**config.mk**
```make
export PLATFORM = sky130hd
export DESIGN_NAME = battery_voltage_averager_flat
export DESIGN_NICKNAME = d
export VERILOG_FILES = /design/src/rtl/bva_pkg.sv /design/src/rtl/bva_if.sv /design/src/rtl/battery_voltage_averager.sv /design/src/rtl/bva_front.sv /design/src/rtl/bva_div.sv /design/src/rtl/bva_back.sv /design/src/flat_wrapper.sv
export SDC_FILE = /design/constraint.sdc
export NUM_CORES = 2
export LEC_CHECK = 0
export ABC_AREA = 1
export BUFFER_PORTS_ARGS = -buffer_cell sky130_fd_sc_hd__buf_2
export CORE_MARGIN = 2
export CORE_UTILIZATION = 65
export CTS_CLUSTER_SIZE = 12
export DETAILED_ROUTE_END_ITERATION = 10
export GPL_TIMING_DRIVEN = 0
export HOLD_SLACK_MARGIN = 0.06
export PLACE_DENSITY = 0.93
export SLEW_MARGIN = 30
export SYNTH_ARGS = -nofsm -noshare
export SYNTH_HDL_FRONTEND = slang
export SYNTH_SLANG_ARGS = --single-unit
```
**constraint.sdc**
```tcl
create_clock -name clk -period 10.9 [get_ports clk]
set_input_delay 0.545 -clock clk [delete_from_list [all_inputs] [get_ports clk]]
set_output_delay 0.545 -clock clk [all_outputs]
set_load 0.01 [all_outputs]
```
**src/rtl/bva_pkg.sv**
```systemverilog
`timescale 1ns / 1ps

package bva_pkg;

    // Field widths
    localparam int RAW_W     = 12;
    localparam int CAL_W     = 11;
    localparam int AVG_W     = 15;
    localparam int CNT_OUT_W = 4;
    localparam int MV_W      = 16;

    localparam int DEFAULT_WINDOW_DEPTH = 8;

    localparam logic [CAL_W-1:0] CAL_RESET = 11'd1029;

    // Conversion constants
    localparam int ADC_SCALE_MV   = 3600;
    localparam int ADC_SHIFT      = 12;
    localparam int DIVIDER_TOP    = 1510;
    localparam int DIVIDER_BOTTOM = 510;
    localparam int PERMILLE       = 1000;

    // Intermediate widths: raw*3600 < 2^24, adc_mv <= 3599, adc_mv*1510 < 2^23,
    // div_mv <= 10655, div_mv*2047 < 2^25
    localparam int ADC_PROD_W = RAW_W + 12;
    localparam int ADC_MV_W   = 12;
    localparam int PROD1_W    = 23;
    localparam int DIV_MV_W   = 14;
    localparam int PROD2_W    = 25;
    localparam int DIVISOR_MIN_W = 10;

    // Reciprocals for the constant divisions: (x*M) >> S equals x/d for every
    // x of the product width feeding it (M*d - 2^S stays below 2^(S-width))
    localparam int RECIP_510_W      = 24;
    localparam int RECIP_510_SHIFT  = 32;
    localparam logic [RECIP_510_W-1:0] RECIP_510 = 24'd8421505;
    localparam int RECIP_1000_W     = 26;
    localparam int RECIP_1000_SHIFT = 35;
    localparam logic [RECIP_1000_W-1:0] RECIP_1000 = 26'd34359739;
    localparam int SCALE1_W = PROD1_W + RECIP_510_W;
    localparam int SCALE2_W = PROD2_W + RECIP_1000_W;

    // Item queue between front and back
    localparam int QUEUE_DEPTH = 2;
    localparam int QPTR_W      = 1;
    localparam int QCNT_W      = 2;
    localparam int MAX_OUTSTANDING = QUEUE_DEPTH + 2;

    // APB register map
    localparam int APB_ADDR_W = 3;
    localparam int APB_DATA_W = 32;
    localparam int REG_IDX_W  = APB_ADDR_W - 2;
    localparam logic [REG_IDX_W-1:0] REG_CALIBRATION = 1'b0;

    typedef enum logic [1:0] {
        OP_SAMPLE = 2'b01,
        OP_FAIL   = 2'b10
    } op_t;

    typedef struct packed {
        op_t              op;
        logic [RAW_W-1:0] raw;
    } item_t;

endpackage

```
**src/rtl/bva_if.sv**
```systemverilog
`timescale 1ns / 1ps

interface bva_in_if import bva_pkg::*; ();
    logic             valid;
    logic             ready;
    logic [RAW_W-1:0] raw_sample;
    logic             conversion_failed;

    modport source (output valid, raw_sample, conversion_failed, input ready);
    modport sink   (input valid, raw_sample, conversion_failed, output ready);
endinterface

interface bva_out_if import bva_pkg::*; ();
    logic                 valid;
    logic                 ready;
    logic [AVG_W-1:0]     average_mv;
    logic [CNT_OUT_W-1:0] samples_averaged;

    modport source (output valid, average_mv, samples_averaged, input ready);
    modport sink   (input valid, average_mv, samples_averaged, output ready);
endinterface

```
**src/rtl/battery_voltage_averager.sv**
```systemverilog
`timescale 1ns / 1ps

// Battery voltage averager: each transfer on sample_in carries one 12-bit ADC
// reading, which is scaled to millivolts (raw*3600/4096, *1510/510 for the
// divider, *calibration/1000, each step truncating), stored in a ring of
// WINDOW_DEPTH entries, and answered on result_out with the truncated mean of
// the entries the ring holds together with their count. A failed conversion
// returns zero for both fields and leaves the ring untouched. A valid reading
// passes through five scaling steps, where /510 and /1000 are reciprocal
// multiplies, then the bit-serial divider that forms the mean; a failed one
// goes straight to the result. A two-entry queue takes readings while the back
// end works, and the result register holds a finished result while the next
// reading is processed. The calibration register sits at byte address 0 of
// the APB port and resets to 1029.
module battery_voltage_averager import bva_pkg::*;
#(
    parameter int WINDOW_DEPTH = DEFAULT_WINDOW_DEPTH
)
(
    input  logic                  clk,
    input  logic                  rst_n,
    bva_in_if.sink                sample_in,
    bva_out_if.source             result_out,
    input  logic                  psel,
    input  logic                  penable,
    input  logic                  pwrite,
    input  logic [APB_ADDR_W-1:0] paddr,
    input  logic [APB_DATA_W-1:0] pwdata,
    output logic [APB_DATA_W-1:0] prdata,
    output logic                  pready
);

    logic [CAL_W-1:0]     cal_reg;
    logic [REG_IDX_W-1:0] reg_idx;
    logic                 cfg_write;
    item_t                head;
    logic                 head_valid;
    logic                 pop;

    assign pready    = 1'b1;
    assign reg_idx   = paddr[APB_ADDR_W-1:2];
    assign cfg_write = psel && penable && pwrite && pready;
    assign prdata    = (reg_idx == REG_CALIBRATION) ? APB_DATA_W'(cal_reg) : '0;

    always_ff @(posedge clk or negedge rst_n)
    begin
        if (!rst_n)
        begin
            cal_reg <= CAL_RESET;
        end
        else if (cfg_write && (reg_idx == REG_CALIBRATION))
        begin
            cal_reg <= pwdata[CAL_W-1:0];
        end
    end

    bva_front u_front (
        .clk        (clk),
        .rst_n      (rst_n),
        .sample_in  (sample_in),
        .head       (head),
        .head_valid (head_valid),
        .pop        (pop)
    );

    bva_back #(
        .WINDOW_DEPTH (WINDOW_DEPTH)
    ) u_back (
        .clk        (clk),
        .rst_n      (rst_n),
        .head       (head),
        .head_valid (head_valid),
        .pop        (pop),
        .cal        (cal_reg),
        .result_out (result_out)
    );

endmodule

```
**src/rtl/bva_front.sv**
```systemverilog
`timescale 1ns / 1ps

module bva_front import bva_pkg::*;
(
    input  logic       clk,
    input  logic       rst_n,
    bva_in_if.sink     sample_in,
    output item_t      head,
    output logic       head_valid,
    input  logic       pop
);

    item_t              q_mem [QUEUE_DEPTH];
    logic [QPTR_W-1:0]  wr_ptr_reg, wr_ptr_next;
    logic [QPTR_W-1:0]  rd_ptr_reg, rd_ptr_next;
    logic [QCNT_W-1:0]  count_reg, count_next;
    logic               push;
    logic               do_pop;
    item_t              new_item;

    assign sample_in.ready = (count_reg < QCNT_W'(QUEUE_DEPTH));
    assign push            = sample_in.valid && sample_in.ready;
    assign head_valid      = (count_reg != '0);
    assign do_pop          = pop && head_valid;
    assign head            = q_mem[rd_ptr_reg];

    // Classify on entry so the back end only dispatches on the op code
    always_comb
    begin
        new_item.op  = sample_in.conversion_failed ? OP_FAIL : OP_SAMPLE;
        new_item.raw = sample_in.raw_sample;
    end

    always_comb
    begin
        wr_ptr_next = push   ? wr_ptr_reg + 1'b1 : wr_ptr_reg;
        rd_ptr_next = do_pop ? rd_ptr_reg + 1'b1 : rd_ptr_reg;
        count_next  = count_reg;
        if (push && !do_pop)
        begin
            count_next = count_reg + 1'b1;
        end
        else if (!push && do_pop)
        begin
            count_next = count_reg - 1'b1;
        end
    end

    always_ff @(posedge clk or negedge rst_n)
    begin
        if (!rst_n)
        begin
            wr_ptr_reg <= '0;
            rd_ptr_reg <= '0;
            count_reg  <= '0;
        end
        else
        begin
            wr_ptr_reg <= wr_ptr_next;
            rd_ptr_reg <= rd_ptr_next;
            count_reg  <= count_next;
        end
    end

    always_ff @(posedge clk)
    begin
        if (push)
        begin
            q_mem[wr_ptr_reg] <= new_item;
        end
    end

endmodule

```
**src/rtl/bva_div.sv**
```systemverilog
`timescale 1ns / 1ps

// Restoring divider, one quotient bit per cycle.
module bva_div import bva_pkg::*;
#(
    parameter int DVD_W = PROD2_W,
    parameter int DVS_W = DIVISOR_MIN_W
)
(
    input  logic             clk,
    input  logic             rst_n,
    input  logic             start,
    input  logic [DVD_W-1:0] dividend,
    input  logic [DVS_W-1:0] divisor,
    output logic             done,
    output logic [DVD_W-1:0] quotient
);

    localparam int ITER_W = $clog2(DVD_W + 1);

    logic [DVD_W-1:0]  quo_reg, quo_next;
    logic [DVS_W-1:0]  rem_reg, rem_next;
    logic [DVS_W-1:0]  dvs_reg;
    logic [ITER_W-1:0] iter_reg, iter_next;
    logic              busy_reg, busy_next;
    logic              done_reg, done_next;
    logic [DVS_W:0]    trial;
    logic [DVS_W:0]    diff;
    logic              fits;

    assign trial = {rem_reg, quo_reg[DVD_W-1]};
    assign diff  = trial - {1'b0, dvs_reg};
    assign fits  = (trial >= {1'b0, dvs_reg});

    assign done     = done_reg;
    assign quotient = quo_reg;

    always_comb
    begin
        quo_next  = quo_reg;
        rem_next  = rem_reg;
        iter_next = iter_reg;
        busy_next = busy_reg;
        done_next = 1'b0;
        if (start)
        begin
            quo_next  = dividend;
            rem_next  = '0;
            iter_next = ITER_W'(DVD_W);
            busy_next = 1'b1;
        end
        else if (busy_reg)
        begin
            quo_next  = {quo_reg[DVD_W-2:0], fits};
            rem_next  = fits ? diff[DVS_W-1:0] : trial[DVS_W-1:0];
            iter_next = iter_reg - 1'b1;
            if (iter_reg == ITER_W'(1))
            begin
                busy_next = 1'b0;
                done_next = 1'b1;
            end
        end
    end

    always_ff @(posedge clk or negedge rst_n)
    begin
        if (!rst_n)
        begin
            iter_reg <= '0;
            busy_reg <= 1'b0;
            done_reg <= 1'b0;
        end
        else
        begin
            iter_reg <= iter_next;
            busy_reg <= busy_next;
            done_reg <= done_next;
        end
    end

    always_ff @(posedge clk)
    begin
        quo_reg <= quo_next;
        rem_reg <= rem_next;
        if (start)
        begin
            dvs_reg <= divisor;
        end
    end

endmodule

```
**src/rtl/bva_back.sv**
```systemverilog
`timescale 1ns / 1ps

module bva_back import bva_pkg::*;
#(
    parameter int WINDOW_DEPTH = DEFAULT_WINDOW_DEPTH
)
(
    input  logic             clk,
    input  logic             rst_n,
    input  item_t            head,
    input  logic             head_valid,
    output logic             pop,
    input  logic [CAL_W-1:0] cal,
    bva_out_if.source        result_out
);

    localparam int PTR_W = (WINDOW_DEPTH > 1) ? $clog2(WINDOW_DEPTH) : 1;
    localparam int CNT_W = $clog2(WINDOW_DEPTH + 1);
    localparam int SUM_W = MV_W + CNT_W;
    localparam int DVD_W = SUM_W;
    localparam int DVS_W = CNT_W;

    typedef enum logic [7:0] {
        S_IDLE  = 8'b0000_0001,
        S_MUL1  = 8'b0000_0010,
        S_DIV1  = 8'b0000_0100,
        S_MUL2  = 8'b0000_1000,
        S_DIV2  = 8'b0001_0000,
        S_STORE = 8'b0010_0000,
        S_DIV3  = 8'b0100_0000,
        S_DONE  = 8'b1000_0000
    } state_t;

    state_t                state_reg, state_next;
    logic [PTR_W-1:0]      wp_reg, wp_next;
    logic                  full_reg, full_next;
    logic [SUM_W-1:0]      sum_reg, sum_next;
    logic [CNT_W-1:0]      count_reg, count_next;
    logic [ADC_MV_W-1:0]   adc_reg;
    logic [PROD1_W-1:0]    prod1_reg;
    logic [DIV_MV_W-1:0]   div_mv_reg;
    logic [PROD2_W-1:0]    prod2_reg;
    logic [MV_W-1:0]       bat_reg;
    logic [MV_W-1:0]       old_reg;
    logic [AVG_W-1:0]      res_avg_reg;
    logic [CNT_OUT_W-1:0]  res_cnt_reg;
    logic                  out_valid_reg, out_valid_next;
    logic [AVG_W-1:0]      out_avg_reg;
    logic [CNT_OUT_W-1:0]  out_cnt_reg;
    logic [MV_W-1:0]       ring_mem [WINDOW_DEPTH];

    logic [ADC_PROD_W-1:0] adc_prod;
    logic [PROD1_W-1:0]    prod1;
    logic [PROD2_W-1:0]    prod2;
    logic [SCALE1_W-1:0]   scale1;
    logic [SCALE2_W-1:0]   scale2;
    logic                  wrap;
    logic [SUM_W-1:0]      old_term;
    logic                  div_start;
    logic [DVD_W-1:0]      div_dividend;
    logic [DVS_W-1:0]      div_divisor;
    logic                  div_done;
    logic [DVD_W-1:0]      div_quotient;
    logic                  out_load;

    assign adc_prod = ADC_PROD_W'(head.raw) * ADC_PROD_W'(ADC_SCALE_MV);
    assign prod1    = PROD1_W'(adc_reg) * PROD1_W'(DIVIDER_TOP);
    assign prod2    = PROD2_W'(div_mv_reg) * PROD2_W'(cal);

    // /510 and /1000 by reciprocal multiplication, one step per state
    assign scale1   = SCALE1_W'(prod1_reg) * SCALE1_W'(RECIP_510);
    assign scale2   = SCALE2_W'(prod2_reg) * SCALE2_W'(RECIP_1000);

    // Running sum: the mean always covers exactly the entries held in the ring,
    // so the overwritten entry only drops out once the ring has wrapped.
    assign wrap       = (wp_reg == PTR_W'(WINDOW_DEPTH - 1));
    assign wp_next    = wrap ? '0 : wp_reg + 1'b1;
    assign full_next  = full_reg || wrap;
    assign old_term   = full_reg ? SUM_W'(old_reg) : '0;
    assign sum_next   = sum_reg + SUM_W'(bat_reg) - old_term;
    assign count_next = full_next ? CNT_W'(WINDOW_DEPTH) : CNT_W'(wp_reg) + 1'b1;

    assign pop = (state_reg == S_IDLE) && head_valid;

    assign div_start    = (state_reg == S_STORE);
    assign div_dividend = DVD_W'(sum_next);
    assign div_divisor  = DVS_W'(count_next);

    bva_div #(
        .DVD_W (DVD_W),
        .DVS_W (DVS_W)
    ) u_div (
        .clk      (clk),
        .rst_n    (rst_n),
        .start    (div_start),
        .dividend (div_dividend),
        .divisor  (div_divisor),
        .done     (div_done),
        .quotient (div_quotient)
    );

    assign out_load = (state_reg == S_DONE) && (!out_valid_reg || result_out.ready);

    always_comb
    begin
        state_next = state_reg;
        case (state_reg)
            S_IDLE:
            begin
                if (head_valid)
                begin
                    state_next = (head.op == OP_FAIL) ? S_DONE : S_MUL1;
                end
            end
            S_MUL1:
            begin
                state_next = S_DIV1;
            end
            S_DIV1:
            begin
                state_next = S_MUL2;
            end
            S_MUL2:
            begin
                state_next = S_DIV2;
            end
            S_DIV2:
            begin
                state_next = S_STORE;
            end
            S_STORE:
            begin
                state_next = S_DIV3;
            end
            S_DIV3:
            begin
                if (div_done)
                begin
                    state_next = S_DONE;
                end
            end
            S_DONE:
            begin
                if (out_load)
                begin
                    state_next = S_IDLE;
                end
            end
            default:
            begin
                state_next = S_IDLE;
            end
        endcase
    end

    always_comb
    begin
        out_valid_next = out_valid_reg;
        if (out_load)
        begin
            out_valid_next = 1'b1;
        end
        else if (result_out.ready)
        begin
            out_valid_next = 1'b0;
        end
    end

    always_ff @(posedge clk or negedge rst_n)
    begin
        if (!rst_n)
        begin
            state_reg     <= S_IDLE;
            wp_reg        <= '0;
            full_reg      <= 1'b0;
            sum_reg       <= '0;
            out_valid_reg <= 1'b0;
        end
        else
        begin
            state_reg     <= state_next;
            out_valid_reg <= out_valid_next;
            if (state_reg == S_STORE)
            begin
                wp_reg   <= wp_next;
                full_reg <= full_next;
                sum_reg  <= sum_next;
            end
        end
    end

    always_ff @(posedge clk)
    begin
        if (pop)
        begin
            adc_reg     <= adc_prod[ADC_SHIFT +: ADC_MV_W];
            res_avg_reg <= '0;
            res_cnt_reg <= '0;
        end
        if (state_reg == S_MUL1)
        begin
            prod1_reg <= prod1;
        end
        if (state_reg == S_DIV1)
        begin
            div_mv_reg <= scale1[RECIP_510_SHIFT +: DIV_MV_W];
        end
        if (state_reg == S_MUL2)
        begin
            prod2_reg <= prod2;
        end
        if (state_reg == S_DIV2)
        begin
            bat_reg <= scale2[RECIP_1000_SHIFT +: MV_W];
        end
        if (state_reg == S_STORE)
        begin
            count_reg <= count_next;
        end
        if ((state_reg == S_DIV3) && div_done)
        begin
            res_avg_reg <= div_quotient[AVG_W-1:0];
            res_cnt_reg <= CNT_OUT_W'(count_reg);
        end
        if (out_load)
        begin
            out_avg_reg <= res_avg_reg;
            out_cnt_reg <= res_cnt_reg;
        end
    end

    // Sample ring: entry under the write pointer is read ahead, then replaced
    always_ff @(posedge clk)
    begin
        if (state_reg == S_MUL1)
        begin
            old_reg <= ring_mem[wp_reg];
        end
        if (state_reg == S_STORE)
        begin
            ring_mem[wp_reg] <= bat_reg;
        end
    end

    assign result_out.valid            = out_valid_reg;
    assign result_out.average_mv       = out_avg_reg;
    assign result_out.samples_averaged = out_cnt_reg;

endmodule

```
**src/flat_wrapper.sv**
```systemverilog
// flat-port wrapper written by rule: the top's interface ports become plain ports
module battery_voltage_averager_flat import bva_pkg::*;
#(
    parameter int WINDOW_DEPTH = DEFAULT_WINDOW_DEPTH
)
  (clk, rst_n, psel, penable, pwrite, paddr, pwdata, prdata, pready, sample_in_valid, sample_in_raw_sample, sample_in_conversion_failed, sample_in_ready, result_out_valid, result_out_average_mv, result_out_samples_averaged, result_out_ready);
  bva_in_if sample_in_i ();
  bva_out_if result_out_i ();
  input  logic clk;
  input  logic rst_n;
  input  logic psel;
  input  logic penable;
  input  logic pwrite;
  input  logic [APB_ADDR_W-1:0] paddr;
  input  logic [APB_DATA_W-1:0] pwdata;
  output logic [APB_DATA_W-1:0] prdata;
  output logic pready;
  input wire logic [$bits(sample_in_i.valid)-1:0] sample_in_valid;
  input wire logic [$bits(sample_in_i.raw_sample)-1:0] sample_in_raw_sample;
  input wire logic [$bits(sample_in_i.conversion_failed)-1:0] sample_in_conversion_failed;
  output wire logic [$bits(sample_in_i.ready)-1:0] sample_in_ready;
  output wire logic [$bits(result_out_i.valid)-1:0] result_out_valid;
  output wire logic [$bits(result_out_i.average_mv)-1:0] result_out_average_mv;
  output wire logic [$bits(result_out_i.samples_averaged)-1:0] result_out_samples_averaged;
  input wire logic [$bits(result_out_i.ready)-1:0] result_out_ready;
  assign sample_in_i.valid = sample_in_valid;
  assign sample_in_i.raw_sample = sample_in_raw_sample;
  assign sample_in_i.conversion_failed = sample_in_conversion_failed;
  assign sample_in_ready = sample_in_i.ready;
  assign result_out_valid = result_out_i.valid;
  assign result_out_average_mv = result_out_i.average_mv;
  assign result_out_samples_averaged = result_out_i.samples_averaged;
  assign result_out_i.ready = result_out_ready;
  battery_voltage_averager #(.WINDOW_DEPTH(WINDOW_DEPTH)) u_core (.clk(clk), .rst_n(rst_n), .sample_in(sample_in_i), .result_out(result_out_i), .psel(psel), .penable(penable), .pwrite(pwrite), .paddr(paddr), .pwdata(pwdata), .prdata(prdata), .pready(pready));
endmodule
```
Word-level counts from Yosys, hierarchy flattened:

Memory sizes are Yosys's and may differ from the RTL's. A register that Yosys moved wholly into a read port is not among the register bits.
Cells that the tools add are included.

* add/sub/neg operators: 10
* $mul: 5
* magnitude comparators: 2
* equality and inequality tests: 14
* multiplexer cells: 32
* bitwise gates (word level): 1
* reductions and logical operators: 21

Operator list (count)
* one-hot mux 8 bit (8 select lines): 1
* multiplier 25 x 26 -> 51 bit (second input constant): 1
* multiplier 22 x 24 -> 45 bit (second input constant): 1
* 2-to-1 mux 20 bit: 2
* 2-to-1 mux 8 bit: 4
* 2-to-1 mux 15 bit: 2
* multiplier 14 x 11 -> 25 bit: 1
* multiplier 12 x 10 -> 22 bit (second input constant): 1
* adder 20 x 16 -> 20 bit: 1
* multiplier 12 x 8 -> 20 bit (second input constant): 1
* subtractor 20 x 16 -> 20 bit: 1
* 2-to-1 mux 16 bit: 1
* 2-to-1 mux 1 bit: 12
* 2-to-1 mux 4 bit: 3
* 2-to-1 mux 11 bit: 1
* logical AND 1 bit: 10
* 2-to-1 mux 5 bit: 2
* nonzero test 2 bit: 5
* == test 8 x 1 -> 1 bit (second input constant): 1
* == test 8 x 2 -> 1 bit (second input constant): 1
* == test 8 x 3 -> 1 bit (second input constant): 1
* == test 8 x 4 -> 1 bit (second input constant): 1
* == test 8 x 5 -> 1 bit (second input constant): 1
* == test 8 x 6 -> 1 bit (second input constant): 1
* other kinds (22): 29

* bits in registers: 210
* memory bits (writable): 156
* output and inout bits: 54
* memories: 2

Memories
* u_core.u_back.ring_mem: words 8, bits a word 16, read ports 1, clocked after Yosys merged registers in 1, write ports 1, RTL line bva_back.sv:50 `logic [MV_W-1:0] ring_mem [WINDOW_DEPTH];`
* u_core.u_front.q_mem: words 2, bits a word 14, read ports 1, clocked after Yosys merged registers in 0, write ports 1, RTL line bva_front.sv:13 `item_t q_mem [QUEUE_DEPTH];`

Logic depth before layout (Yosys ltp):

* depth after elaboration: 6
* mapped depth: 25
* gate-level depth less buffers: 25

Hierarchy:

A second synthesis with hierarchy kept.

* cell total of the unflattened synthesis: 4528
* area, all modules: 40247.4 um2

Modules (own cells, without submodules)
* bva_back: instances 1, cells an instance 4152, area an instance 36585.1 um2
* bva_div: instances 1, cells an instance 175, area an instance 1661.6 um2
* bva_front: instances 1, cells an instance 102, area an instance 1278.7 um2
* battery_voltage_averager: instances 1, cells an instance 99, area an instance 721.9 um2

Worst setup path before layout:

OpenSTA, ideal clock, no wires.

* kind: reg2reg
* start: reg u_core.u_back.prod2_reg[16]
* end: reg u_core.u_back.bat_reg[8], data pin
* library setup time: 254 ps
* arrival time: 5210 ps
* data required time: 10646 ps
* path slack: 5436 ps
* cell stages (with the launch flop): 21
* cell sequence: edfxtp_1 fa_1 inv_1 fa_1 inv_1 fa_1 fa_1 fa_1 fa_1 inv_1 fa_1 inv_1 ha_1 nand2_1 nor2_1 nand2_1 nor2_1 nand2_1 or2_2 nand4_1 nand2_1

* longest elaborated chain between the ends: 1

RTL lines
* start, declared: RTL line bva_back.sv:42 `logic [PROD2_W-1:0] prod2_reg;`
* start signal, assigned: RTL line bva_back.sv:210 `prod2_reg <= prod2;`
* multiplier 25 x 26 -> 51 bit: RTL line bva_back.sv:72 `assign scale2 = SCALE2_W'(prod2_reg) * SCALE2_W'(RECIP_1000);`
* net u_core.u_back.scale2[43]: RTL line bva_back.sv:56 `logic [SCALE2_W-1:0] scale2;`
* end signal, assigned: RTL line bva_back.sv:214 `bat_reg <= scale2[RECIP_1000_SHIFT +: MV_W];`
* end, declared: RTL line bva_back.sv:43 `logic [MV_W-1:0] bat_reg;`

The timed path passes the listed nets, and every way through them passes these cells.
A chain may end at the register's enable or synchronous reset.

Worst setup path in the final report:

* start: reg u_core.u_back.prod2_reg[16]
* end: reg u_core.u_back.bat_reg[14], data pin

Same word-level chain as after synthesis.

==> key figures <==
Yosys
  • Yosys top cell area share: between 20 and 30%
  • Yosys synthesis warning count: 0
  • Yosys reg bits: 382
  • Post-Syn Area: 0.0388 sq mm
  • Dominant cell type by area after synthesis: edfxtp_1
  • Mapped Avg Cell Area: 9.30 sq um
  • Asr flop ratio synth: between 10 and 15%
  • Post-synth EDFFs: around 320
  • Mapped Cells: 4170
  • Synth Flop Type: edfxtp_1
  • Top cells by area, synth: edfxtp_1 25%, fa_1 21%, ha_1 19%, inv_1 9.4%, nand2_1 7.0%
  • Fraction of the yosys area taken by sequential cells: between 20% and 30%
  • Netlist cell types: 45

Timing
  • Final Max Slew Viols: 0
  • Final setup fails: 0
  • Fin crit share: slightly below 60%
  • RSZ-0062 raised after global routing: false
  • Clock skew: between 0.03 and 0.04 ns
  • Post-Route Setup TNS: 0 ns
  • Min Tclk post-route: about 6.3 ns
  • Worst Tran Pin Value: approximately 1.1 ns
  • Fmax achieved: between 150 and 200 MHz
  • Max_slew headroom: between 20% and 30%
  • Hold Vio Cnt, Final: 0

Worst setup path
  • CP bufs+invs: 2
  • Worst-path fanout max: 7
  • Slowest CP cell: fa_1
  • Worst EP arrival: approximately 6.6 ns
  • Element type at the critical path end: flip-flop
  • Worst Path Required: around 11 ns
  • Largest stage delay, worst path: between 0.6 and 0.7 ns
  • CP Class: flip-flop to flip-flop
  • Critical Path Source Type: flip-flop
  • Most used cell, CP: fa_1
  • Crit-path leading delay family: adder cells
  • Worst-path cell chain: ha_1 -> fa_1 -> fa_1 -> fa_1 -> fa_1 -> inv_1 -> fa_1 -> fa_1 -> inv_1 -> ha_1 -> a21oi_1 -> o21ai_0 -> a21oi_1 -> nor2_1 -> o21bai_1 -> nand3_1 -> nand2_1 -> nand2_1

Global route
  • Overflow after GRT: 0
  • Vias in the first global route: 32.4k
  • Largest net degree at the start of global routing: 40
  • Initial antenna violation count: 0
  • GRT Util Overall: 34.6%
  • First-pass GRT wire length: about 170000 um

Cells and area
  • Area Growth Syn to Fin: 7.42%
  • Commonest cells after routing, fill and taps aside: 966 x inv_1, 718 x nand2_1, 581 x ha_1, 399 x fa_1, 323 x edfxtp_1
  • Fill cells: between 3k and 4k
  • # diodes: 0
  • Sequential Area: 0.0112 sq mm
  • Ratio of cells with drive above 1 in the final layout: 4.65%
  • Layout Nets: ~5.4k
  • Max FFs per register: roughly 130
  • Commonest non-fill, non-tap cell in the layout: inv_1
  • Post-Layout Cell Count: approximately 5.1k
  • Area of the multi-input gates: between 0.02 and 0.025 sq mm

Route
  • DR iter-0 viols: 3517
  • DR vias: 30.8k
  • Detail Route Antenna Nets: 0
  • Drt pass-1 iters: 6
  • Routed len/inst: just over 20 um
  • DRC: 0
  • Vias per cell: ~6.0
  • Final wirelength: between 100000 and 150000 um

Place
  • Cells after DPL: around 5.0k
  • DP Wirelength: ~80000 um
  • Port Buffers: 63
  • GP Congestion: ~1

Clock tree
  • CTS Sinks: 382
  • CTS H-tree lvls: 2
  • CTS buffer count: 41
  • Postcts setup bufs: 0
  • CTS tree: yes
  • Maximum clock insertion buffer count: 3
  • Clock slew seen by the registers of the worst setup and hold paths: 0.06 ns
  • Worst skew pair latency: around 0.60 ns
  • Root Buffer: clkbuf_16

Floorplanning
  • I/O pin count: ~110
  • Die ar.: 0.0616 sq mm
  • Chip width: between 200 and 250 um
  • Core area: 0.0590 sq mm
  • Starting Density: between 60% and 70%
  • Die height: between 200 and 250 um
  • Row count: between 80 and 90

Job
  • Max_cap viols: 0

Outcome
  • Status: finished clean

Hold path
  • Hold Crit Class: primary input to flip-flop
[final timing paths]
path | startpoint | slack [ns] | to | depth (start not counted)
max in group asynchronous | rst_n | 9.85 | u_core.cal_reg[2]$_DFFE_PN1P_ | 3
worst min register to register | u_core.u_back.res_avg_reg[4]$_SDFFCE_PN0P_ | 0.42 | u_core.u_back.result_out.average_mv[4]$_DFFE_PP_ | 0
worst min-delay path | sample_in_raw_sample[4] | 0.14 | u_core.u_front.q_mem[0][4]$_DFFE_PP_ | 1
worst max-delay path | u_core.u_back.prod2_reg[16]$_DFFE_PP_ | 4.62 | u_core.u_back.bat_reg[14]$_DFFE_PP_ | 18
worst max register to register | u_core.u_back.prod2_reg[16]$_DFFE_PP_ | 4.62 | u_core.u_back.bat_reg[14]$_DFFE_PP_ | 18
min in group asynchronous | rst_n | 0.41 | u_core.u_back.sum_reg[0]$_DFFE_PN0N_ | 2
[Yosys cell counts (9+ instances only)]
| library cell | n |
|---|---|
| nor2_1 | 252 |
| clkbuf_1 | 44 |
| a21oi_1 | 192 |
| o21bai_1 | 18 |
| buf_4 | 22 |
| a21o_1 | 16 |
| a31oi_1 | 12 |
| edfxtp_1 | 323 |
| o21a_1 | 11 |
| nand2_1 | 719 |
| a22oi_1 | 18 |
| nand4_1 | 58 |
| o21ai_1 | 16 |
| dfrtp_1 | 51 |
| a221oi_1 | 16 |
| nor3_1 | 51 |
| ha_1 | 581 |
| a22o_1 | 13 |
| o21ai_0 | 141 |
| xnor2_1 | 21 |
| or2_2 | 10 |
| xor2_1 | 47 |
| fa_1 | 399 |
| nand3_1 | 110 |
| a21boi_0 | 9 |
| inv_1 | 967 |
[stage by stage]
stage | worst slack, ns | hold slack [ns] | utilization, % | area [sq um]
6_report | 4.62 | 0.143 | 70.6 | 41700
5_1_grt | 4.30 | 0.136 | 70.6 | 41700
4_1_cts | 4.74 | 0.133 | 70.6 | 41600
3_5_place_dp | 4.75 | 0.406 | 68.4 | 40300
3_3_place_gp | 4.86 | 0.403 | 68.0 | 40100
2_1_floorplan | 5.44 | 0.249 | - | 38900
[layer usage]
| metal | vias up | part of all wire [%] | global-route usage (%) |
|---|---|---|---|
| li1 | 13600 | - | - |
| met1 | 14600 | 36 | 42.6 |
| met2 | 1984 | 48 | 57.5 |
| met3 | 551 | 9.7 | 6.36 |
| met4 | 0 | 6.6 | 19.7 |
| met5 | - | 0 | 0 |
[cell families (layout without fill, tap and decap cells)]
family | Yosys count | count (layout) | synth area share (%)
AOI/OAI and AO/OA | 473 | 473 | 6.97
xor gates and xnor gates | 68 | 68 | 1.54
adders and majority gates | 980 | 980 | 39.3
buffers and inverters | 1042 | 1200 | 10.3
DFF | 382 | 382 | 28.8
other | 2 | 22 | 0.0194
and+or+nand+nor | 1223 | 1223 | 13.0
[final cells by class]
class                      instances  share of cell area [%]
inverter                         968                    8.72
clock buffer                      62                    2.75
timing repair buffer              83                    1.17
tap                              773                    2.32
multi-input combinational       2766                    57.0
clock inverter                    13                   0.324
sequential                       382                    26.8
buffer                            74                   0.889
[worst reg2reg max path: stages (launching register included)]
cell,delay [ns]
edfxtp_1,0.61
ha_1,0.62
fa_1,0.53
fa_1,0.63
fa_1,0.48
fa_1,0.56
inv_1,0.07
fa_1,0.46
fa_1,0.50
inv_1,0.05
ha_1,0.30
a21oi_1,0.21
o21ai_0,0.17
a21oi_1,0.27
nor2_1,0.09
o21bai_1,0.23
nand3_1,0.13
nand2_1,0.09
nand2_1,0.06
[what timing repair did]
item	4_1_cts	5_1_grt
hold buffers	1	0
resized for setup	0	0
endpoints found under the hold margin	16	0
Power is not shown: default switching activity piles up to over one toggle a cycle in this logic, so the estimate is an artifact.
